==> config.mk <==
export PLATFORM = sky130hd
export DESIGN_NAME = downlink_config_tlv_parser_core
export DESIGN_NICKNAME = d
export VERILOG_FILES = /design/src/rtl/core/dcfg_pkg.sv /design/src/rtl/core/downlink_config_tlv_parser_core.sv /design/src/rtl/core/dcfg_byte_step.sv
export SDC_FILE = /design/constraint.sdc
export NUM_CORES = 1
export LEC_CHECK = 0
export BUFFER_PORTS_ARGS = -buffer_cell sky130_fd_sc_hd__buf_2
export CORE_UTILIZATION = 40
export DETAILED_ROUTE_END_ITERATION = 16
export RECOVER_POWER = 25
export SLEW_MARGIN = 20
export SYNTH_ARGS = -nofsm -noshare
export SYNTH_HDL_FRONTEND = slang
export SYNTH_HIERARCHICAL = 1
export SYNTH_SLANG_ARGS = --single-unit
==> constraint.sdc <==
create_clock -name i_clk -period 2.69 [get_ports i_clk]
set_input_delay 0.269 -clock i_clk [delete_from_list [all_inputs] [get_ports i_clk]]
set_output_delay 0.269 -clock i_clk [all_outputs]
set_load 0.01 [all_outputs]
==> src/rtl/core/dcfg_pkg.sv <==
// ----------------------------------------------------------------------------
// dcfg_pkg
// Shared types and constants of the downlink configuration record parser.
// ----------------------------------------------------------------------------
package dcfg_pkg;

    localparam int unsigned CFG_IDX_W = 3;

    localparam logic [CFG_IDX_W-1:0] CFG_TAG_ACK      = 3'd0;
    localparam logic [CFG_IDX_W-1:0] CFG_TAG_INTERVAL = 3'd1;
    localparam logic [CFG_IDX_W-1:0] CFG_TAG_DNS      = 3'd2;
    localparam logic [CFG_IDX_W-1:0] CFG_TAG_FLASH    = 3'd3;
    localparam logic [CFG_IDX_W-1:0] CFG_TAG_TIME     = 3'd4;

    localparam logic [7:0] RST_TAG_ACK      = 8'd1;
    localparam logic [7:0] RST_TAG_INTERVAL = 8'd2;
    localparam logic [7:0] RST_TAG_DNS      = 8'd3;
    localparam logic [7:0] RST_TAG_FLASH    = 8'd4;
    localparam logic [7:0] RST_TAG_TIME     = 8'd5;

    localparam logic [2:0] LEN_ACK      = 3'd4;
    localparam logic [2:0] LEN_INTERVAL = 3'd2;
    localparam logic [2:0] LEN_DNS      = 3'd1;
    localparam logic [2:0] LEN_WORD     = 3'd4;

    typedef enum logic [2:0] {
        KIND_TYPE     = 3'd0,
        KIND_ACK      = 3'd1,
        KIND_INTERVAL = 3'd2,
        KIND_DNS      = 3'd3,
        KIND_FLASH    = 3'd4,
        KIND_TIME     = 3'd5
    } t_kind;

    typedef enum logic [1:0] {
        ST_OK        = 2'd0,
        ST_TRUNCATED = 2'd1,
        ST_INVALID   = 2'd2,
        ST_UNKNOWN   = 2'd3
    } t_status;

    typedef struct packed {
        logic [7:0] ack;
        logic [7:0] interval;
        logic [7:0] dns;
        logic [7:0] flash;
        logic [7:0] time_stamp;
    } t_tags;

    typedef struct packed {
        t_kind       kind;
        logic [2:0]  bytes_left;
        logic [31:0] gather;
        t_status     error;
    } t_parse;

    typedef struct packed {
        logic [31:0] acked;
        logic [7:0]  interval;
        logic [7:0]  multiplier;
        logic        server;
        logic [31:0] flash;
        logic [31:0] time_stamp;
    } t_values;

endpackage

==> src/rtl/core/downlink_config_tlv_parser_core.sv <==
// ----------------------------------------------------------------------------
// downlink_config_tlv_parser_core
// Byte-wide parser of type-tagged downlink configuration records.
// ----------------------------------------------------------------------------
// One payload byte is taken per cycle while the result side keeps up. A byte
// marked last yields one result in the next cycle: the packet status and the
// committed values, held until taken. While a result is still unclaimed no
// further byte is taken, so a stalled result side stalls the byte side; the
// single result register sets that stall. Tag registers are written through
// the config port and take effect at the next type byte.
module downlink_config_tlv_parser_core (
    input  logic                           i_clk,
    input  logic                           i_rst_n,
    input  logic                           i_cfg_valid,
    output logic                           o_cfg_ready,
    input  logic [dcfg_pkg::CFG_IDX_W-1:0] i_cfg_index,
    input  logic [7:0]                     i_cfg_data,
    input  logic                           i_valid,
    output logic                           o_ready,
    input  logic [7:0]                     i_data_byte,
    input  logic                           i_last_byte,
    output logic                           o_valid,
    input  logic                           i_ready,
    output logic [1:0]                     o_status,
    output logic [31:0]                    o_acked_sequence,
    output logic [7:0]                     o_report_interval,
    output logic [7:0]                     o_period_multiplier,
    output logic                           o_server_id,
    output logic [31:0]                    o_flash_position,
    output logic [31:0]                    o_last_timestamp
);

    dcfg_pkg::t_tags   r_tags;
    dcfg_pkg::t_parse  r_parse;
    dcfg_pkg::t_parse  n_parse;
    dcfg_pkg::t_values r_shadow;
    dcfg_pkg::t_values n_shadow;
    dcfg_pkg::t_values r_commit;
    dcfg_pkg::t_values shadow_eff;
    dcfg_pkg::t_status n_status;
    dcfg_pkg::t_status r_status;
    logic              r_mid;
    logic              r_out_valid;
    logic              commit;
    logic              accept;

    assign o_cfg_ready = 1'b1;
    assign o_ready     = !r_out_valid || i_ready;
    assign accept      = i_valid && o_ready;
    assign shadow_eff  = r_mid ? r_shadow : r_commit;

    dcfg_byte_step u_step (
        .i_tags      (r_tags),
        .i_parse     (r_parse),
        .i_shadow    (shadow_eff),
        .i_data_byte (i_data_byte),
        .i_last_byte (i_last_byte),
        .o_parse     (n_parse),
        .o_shadow    (n_shadow),
        .o_status    (n_status),
        .o_commit    (commit)
    );

    always_ff @(posedge i_clk) begin
        if (!i_rst_n) begin
            r_tags.ack        <= dcfg_pkg::RST_TAG_ACK;
            r_tags.interval   <= dcfg_pkg::RST_TAG_INTERVAL;
            r_tags.dns        <= dcfg_pkg::RST_TAG_DNS;
            r_tags.flash      <= dcfg_pkg::RST_TAG_FLASH;
            r_tags.time_stamp <= dcfg_pkg::RST_TAG_TIME;
        end else if (i_cfg_valid) begin
            case (i_cfg_index)
                dcfg_pkg::CFG_TAG_ACK:      r_tags.ack        <= i_cfg_data;
                dcfg_pkg::CFG_TAG_INTERVAL: r_tags.interval   <= i_cfg_data;
                dcfg_pkg::CFG_TAG_DNS:      r_tags.dns        <= i_cfg_data;
                dcfg_pkg::CFG_TAG_FLASH:    r_tags.flash      <= i_cfg_data;
                dcfg_pkg::CFG_TAG_TIME:     r_tags.time_stamp <= i_cfg_data;
                default: begin
                end
            endcase
        end
    end

    always_ff @(posedge i_clk) begin
        if (!i_rst_n) begin
            r_parse.kind       <= dcfg_pkg::KIND_TYPE;
            r_parse.bytes_left <= 3'd0;
            r_parse.gather     <= '0;
            r_parse.error      <= dcfg_pkg::ST_OK;
            r_mid              <= 1'b0;
            r_commit           <= '0;
            r_out_valid        <= 1'b0;
        end else begin
            if (accept) begin
                if (i_last_byte) begin
                    r_parse.kind       <= dcfg_pkg::KIND_TYPE;
                    r_parse.bytes_left <= 3'd0;
                    r_parse.gather     <= '0;
                    r_parse.error      <= dcfg_pkg::ST_OK;
                    r_mid              <= 1'b0;
                end else begin
                    r_parse <= n_parse;
                    r_mid   <= 1'b1;
                end
                if (commit) r_commit <= n_shadow;
            end
            if (accept && i_last_byte) begin
                r_out_valid <= 1'b1;
            end else if (i_ready) begin
                r_out_valid <= 1'b0;
            end
        end
    end

    always_ff @(posedge i_clk) begin
        if (accept) begin
            r_shadow <= n_shadow;
            if (i_last_byte) r_status <= n_status;
        end
    end

    assign o_valid             = r_out_valid;
    assign o_status            = r_status;
    assign o_acked_sequence    = r_commit.acked;
    assign o_report_interval   = r_commit.interval;
    assign o_period_multiplier = r_commit.multiplier;
    assign o_server_id         = r_commit.server;
    assign o_flash_position    = r_commit.flash;
    assign o_last_timestamp    = r_commit.time_stamp;

endmodule

==> src/rtl/core/dcfg_byte_step.sv <==
// ----------------------------------------------------------------------------
// dcfg_byte_step
// Next parse state, shadow values and packet status for one payload byte.
// ----------------------------------------------------------------------------
module dcfg_byte_step (
    input  dcfg_pkg::t_tags   i_tags,
    input  dcfg_pkg::t_parse  i_parse,
    input  dcfg_pkg::t_values i_shadow,
    input  logic [7:0]        i_data_byte,
    input  logic              i_last_byte,
    output dcfg_pkg::t_parse  o_parse,
    output dcfg_pkg::t_values o_shadow,
    output dcfg_pkg::t_status o_status,
    output logic              o_commit
);

    logic [31:0] gathered;
    logic [2:0]  left_dec;

    assign gathered = {i_data_byte, i_parse.gather[31:8]};
    assign left_dec = (i_parse.bytes_left != 3'd0) ? (i_parse.bytes_left - 3'd1)
                                                   : i_parse.bytes_left;

    always_comb begin
        o_parse  = i_parse;
        o_shadow = i_shadow;
        if (i_parse.error == dcfg_pkg::ST_OK) begin
            if (i_parse.kind == dcfg_pkg::KIND_TYPE) begin
                o_parse.gather = '0;
                if (i_data_byte == i_tags.ack) begin
                    o_parse.kind       = dcfg_pkg::KIND_ACK;
                    o_parse.bytes_left = dcfg_pkg::LEN_ACK;
                end else if (i_data_byte == i_tags.interval) begin
                    o_parse.kind       = dcfg_pkg::KIND_INTERVAL;
                    o_parse.bytes_left = dcfg_pkg::LEN_INTERVAL;
                end else if (i_data_byte == i_tags.dns) begin
                    o_parse.kind       = dcfg_pkg::KIND_DNS;
                    o_parse.bytes_left = dcfg_pkg::LEN_DNS;
                end else if (i_data_byte == i_tags.flash) begin
                    o_parse.kind       = dcfg_pkg::KIND_FLASH;
                    o_parse.bytes_left = dcfg_pkg::LEN_WORD;
                end else if (i_data_byte == i_tags.time_stamp) begin
                    o_parse.kind       = dcfg_pkg::KIND_TIME;
                    o_parse.bytes_left = dcfg_pkg::LEN_WORD;
                end else begin
                    o_parse.kind       = dcfg_pkg::KIND_TYPE;
                    o_parse.bytes_left = 3'd0;
                    o_parse.error      = dcfg_pkg::ST_UNKNOWN;
                end
            end else begin
                o_parse.gather     = gathered;
                o_parse.bytes_left = left_dec;
                case (i_parse.kind)
                    dcfg_pkg::KIND_INTERVAL: begin
                        if (left_dec == 3'd1) begin
                            o_shadow.interval = i_data_byte;
                        end else begin
                            o_shadow.multiplier = i_data_byte;
                        end
                    end
                    dcfg_pkg::KIND_DNS: begin
                        if (i_data_byte > 8'd1) begin
                            o_parse.error = dcfg_pkg::ST_INVALID;
                        end else begin
                            o_shadow.server = i_data_byte[0];
                        end
                    end
                    dcfg_pkg::KIND_ACK: begin
                        if (left_dec == 3'd0) o_shadow.acked = gathered;
                    end
                    dcfg_pkg::KIND_FLASH: begin
                        if (left_dec == 3'd0) o_shadow.flash = gathered;
                    end
                    dcfg_pkg::KIND_TIME: begin
                        if (left_dec == 3'd0) o_shadow.time_stamp = gathered;
                    end
                    default: begin
                    end
                endcase
                if (left_dec == 3'd0) o_parse.kind = dcfg_pkg::KIND_TYPE;
            end
        end
    end

    always_comb begin
        o_status = o_parse.error;
        if (i_last_byte && (o_parse.error == dcfg_pkg::ST_OK)
                && (o_parse.kind != dcfg_pkg::KIND_TYPE)) begin
            o_status = dcfg_pkg::ST_TRUNCATED;
        end
        o_commit = i_last_byte && (o_status == dcfg_pkg::ST_OK);
    end

endmodule
==> summary.log <==
[timing] Worst-Margin Slew 0.695 ns
[floorplanning] Initial Util 41.1%
[clock_tree] CTS tree built
[place] weighted congestion at the end of routability-driven global placement 0.806
[synth] instance count of the mapped netlist 1,372
[floorplanning] Core ar. 0.0359 mm^2
[power] portion of total power attributed to the clock network 44.1%
[synth] Synth Warn # 6
[timing] clock skew after layout 0.0189 ns
[timing] number of setup violations in the final report 24
[worst_setup_path] critical path launch point r_tags[38]$_SDFFE_PN0P_
[flow_run] MaxCap Viol Count 0
[power] Power Dens Cells 589 mW/mm^2
[cells_and_area] fraction of layout cells with a size suffix above 1 29.1%
[route] violation count after the first detailed-route iteration 565
[global_routing] via count of the first global-routing pass 10,100
[timing] setup ws final -0.0308 ns
[global_routing] Overall Global Routing Usage 18.8%
[outcome] result of the run complete, but fails checks
[timing] part of the cycle the worst path needs 101%
[outcome] failing checks setup timing
[timing] RSZ-0062 raised after global routing yes
[floorplanning] DIE HEIGHT 194 um
[synth] Post-Synthesis Cell Area 0.0148 mm^2
[global_routing] total congestion overflow 0
[route] Pre-antenna DRT Iters 5
[clock_tree] number of H-tree levels 2
[power] combinational fraction of design power 8.2%
[cells_and_area] fin cells 2,005
[route] total via count after detailed routing 10,300
[cells_and_area] signed area change from the synthesized netlist to the final layout 18.7%
[worst_setup_path] Crit Path Class reg -> reg
[timing] worst hold slack after final layout 0.0418 ns
[timing] Max-slew headroom 53.4%
[clock_tree] root buffer cell sky130_fd_sc_hd__clkbuf_16
[timing] maximum clock rate 368 MHz
[synth] average footprint of a synthesized cell 10.8 um^2
[timing] final count of hold timing violations 0
[power] IR Drop Worst-Case VDD 0.358 mV
[worst_setup_path] critical register-to-register path startpoint r_tags[38]$_SDFFE_PN0P_
[floorplanning] die outline area 0.0377 mm^2
[min_path] origin of the worst min-delay path i_cfg_data[0]
[place] DP HPWL 23,000 um
[clock_tree] clk_lat worst skew 0.52 ns
[route] DRC violations left 0
[power] internal power 7.99 mW
[power] power share of the sequential group 47.7%
[global_routing] wire length of the first global-routing pass 56,700 um
[floorplanning] total number of placement rows 69
[cells_and_area] antenna diode count 0
[clock_tree] Num Clock Sinks 302
[place] PortBufs 141
[cells_and_area] Total Nets Final 1,548
[min_path] worst min-delay path class in -> reg
[timing] fin. max-slew vios 0
[power] static power due to leakage 6.77 nW
[timing] Final min period 2.72 ns
[cells_and_area] commonest non-fill, non-tap cell in the layout sky130_fd_sc_hd__nand2_1
[cells_and_area] fillcell total 3,345
[place] placed cell count 1,916
[route] wire length reported by the detailed router 36,400 um
[worst_setup_path] required time of the critical path 3.12 ns
[clock_tree] worst-case clock buffer depth 3
[worst_setup_path] Critical Path End Type flop
[cells_and_area] leading cell types in the layout, fill and taps excluded sky130_fd_sc_hd__nand2_1, sky130_fd_sc_hd__mux2_2, sky130_fd_sc_hd__dfxtp_1, sky130_fd_sc_hd__mux2i_1, sky130_fd_sc_hd__edfxtp_1
[place] cell area after placement 0.0162 mm^2
[power] Sw Ratio 22.6%
[floorplanning] Ports 143
[route] DRT antenna net count 0
[cells_and_area] Design Area, Final 0.0175 mm^2
[worst_setup_path] arrival time of data at the critical path endpoint 3.15 ns
[worst_setup_path] element type at the critical path start flop
[floorplanning] width of the chip 194 um
[route] routed len/inst 18.1 um
[clock_tree] total CTS buffers 36
[cells_and_area] Finished Core Util 48.8%
[synth] number of nets in the synthesized netlist 1,400
[power] Tot Pwr 10.3 mW
[global_routing] initial antenna violation count 0
[clock_tree] Reg clk slew, reported paths 0.06 ns
[route] detailed-route vias per instance 5.14
[worst_setup_path] biggest fanout along the worst timing path 7
[power] Switch Pwr 2.34 mW
[global_routing] maximum number of pins on one net before global-route repair 101
==> state kept, by name, indices dropped and copies added (netlist names) <==
register             count
o_acked_sequence        32
o_flash_position        32
o_last_timestamp        32
o_period_multiplier      8
o_report_interval        8
o_server_id              1
o_status                 2
o_valid                  1
r_mid                    1
r_parse                 32
r_shadow               113
r_tags                  40
==> power groups by stage <==
stage                     clock, mW  sequential (mW)  combinational (mW)
after floorplan                   0             5.02               0.554
after global placement            0             5.02               0.796
after detailed placement          0             5.03               0.802
after CTS                      4.68             4.93               0.806
after global routing           4.88             4.94               0.910
final                          4.55             4.93               0.842
==> critical path: stages (launching register included) <==
cell                        delay (ns)
sky130_fd_sc_hd__dfxtp_2          0.33
sky130_fd_sc_hd__xor2_2           0.18
sky130_fd_sc_hd__nor4_4           0.30
sky130_fd_sc_hd__nand2_1          0.13
sky130_fd_sc_hd__and3_4           0.22
sky130_fd_sc_hd__a22o_1           0.22
sky130_fd_sc_hd__nor3_2           0.20
sky130_fd_sc_hd__and4_1           0.21
sky130_fd_sc_hd__and3_4           0.22
sky130_fd_sc_hd__buf_12           0.14
sky130_fd_sc_hd__buf_12           0.13
sky130_fd_sc_hd__clkbuf_16        0.16
sky130_fd_sc_hd__mux2i_1          0.19
==> repair_timing <==
action / 4_1_cts / 5_1_grt
resized for setup: 1 / 11
hold endpoints to repair: 2 / 0
pin swaps: 2 / 5
cloned: 0 / 5
setup endpoints to repair: 23 / 100
hold buffers: 1 / 0
buffers inserted: 1 / 20
==> area by class of cell <==
type	count	area [um^2]	area share, %
Clock buffer	58	1040	5.96
Clock inverter	4	46.3	0.264
Inverter	7	26.3	0.150
Multi-Input combinational cell	947	6970	39.8
Sequential cell	302	7200	41.1
Tap cell	461	577	3.29
Timing Repair Buffer	226	1650	9.41
==> final timing paths <==
path / endpoint / slack (ns) / cells past startpoint
worst max-delay path: o_flash_position[20]$_SDFFE_PN0P_ / -0.03 / 12
worst min-delay path: r_tags[16]$_SDFFE_PN1P_ / 0.04 / 3
worst max register to register: o_flash_position[20]$_SDFFE_PN0P_ / -0.03 / 12
worst min register to register: o_flash_position[30]$_SDFFE_PN0P_ / 0.47 / 2
==> routing by layer <==
layer	GRT usage, %	routed length [um]	up-vias
met5	0	0	-
met4	5.53	737	0
met3	3.15	1450	52
met2	31.3	17300	193
met1	25.0	16900	4988
li1	-	-	5078
==> metrics by stage <==
step | worst slack, ns | setup TNS [ns]
3_5_place_dp | -0.0814 | -3.08
4_1_cts | -0.00530 | -0.00530
2_1_floorplan | 0.0442 | 0
3_3_place_gp | 0.00419 | 0
6_report | -0.0308 | -0.246
5_1_grt | -0.141 | -7.92
Note: power is estimated with default switching activity, not from simulation.
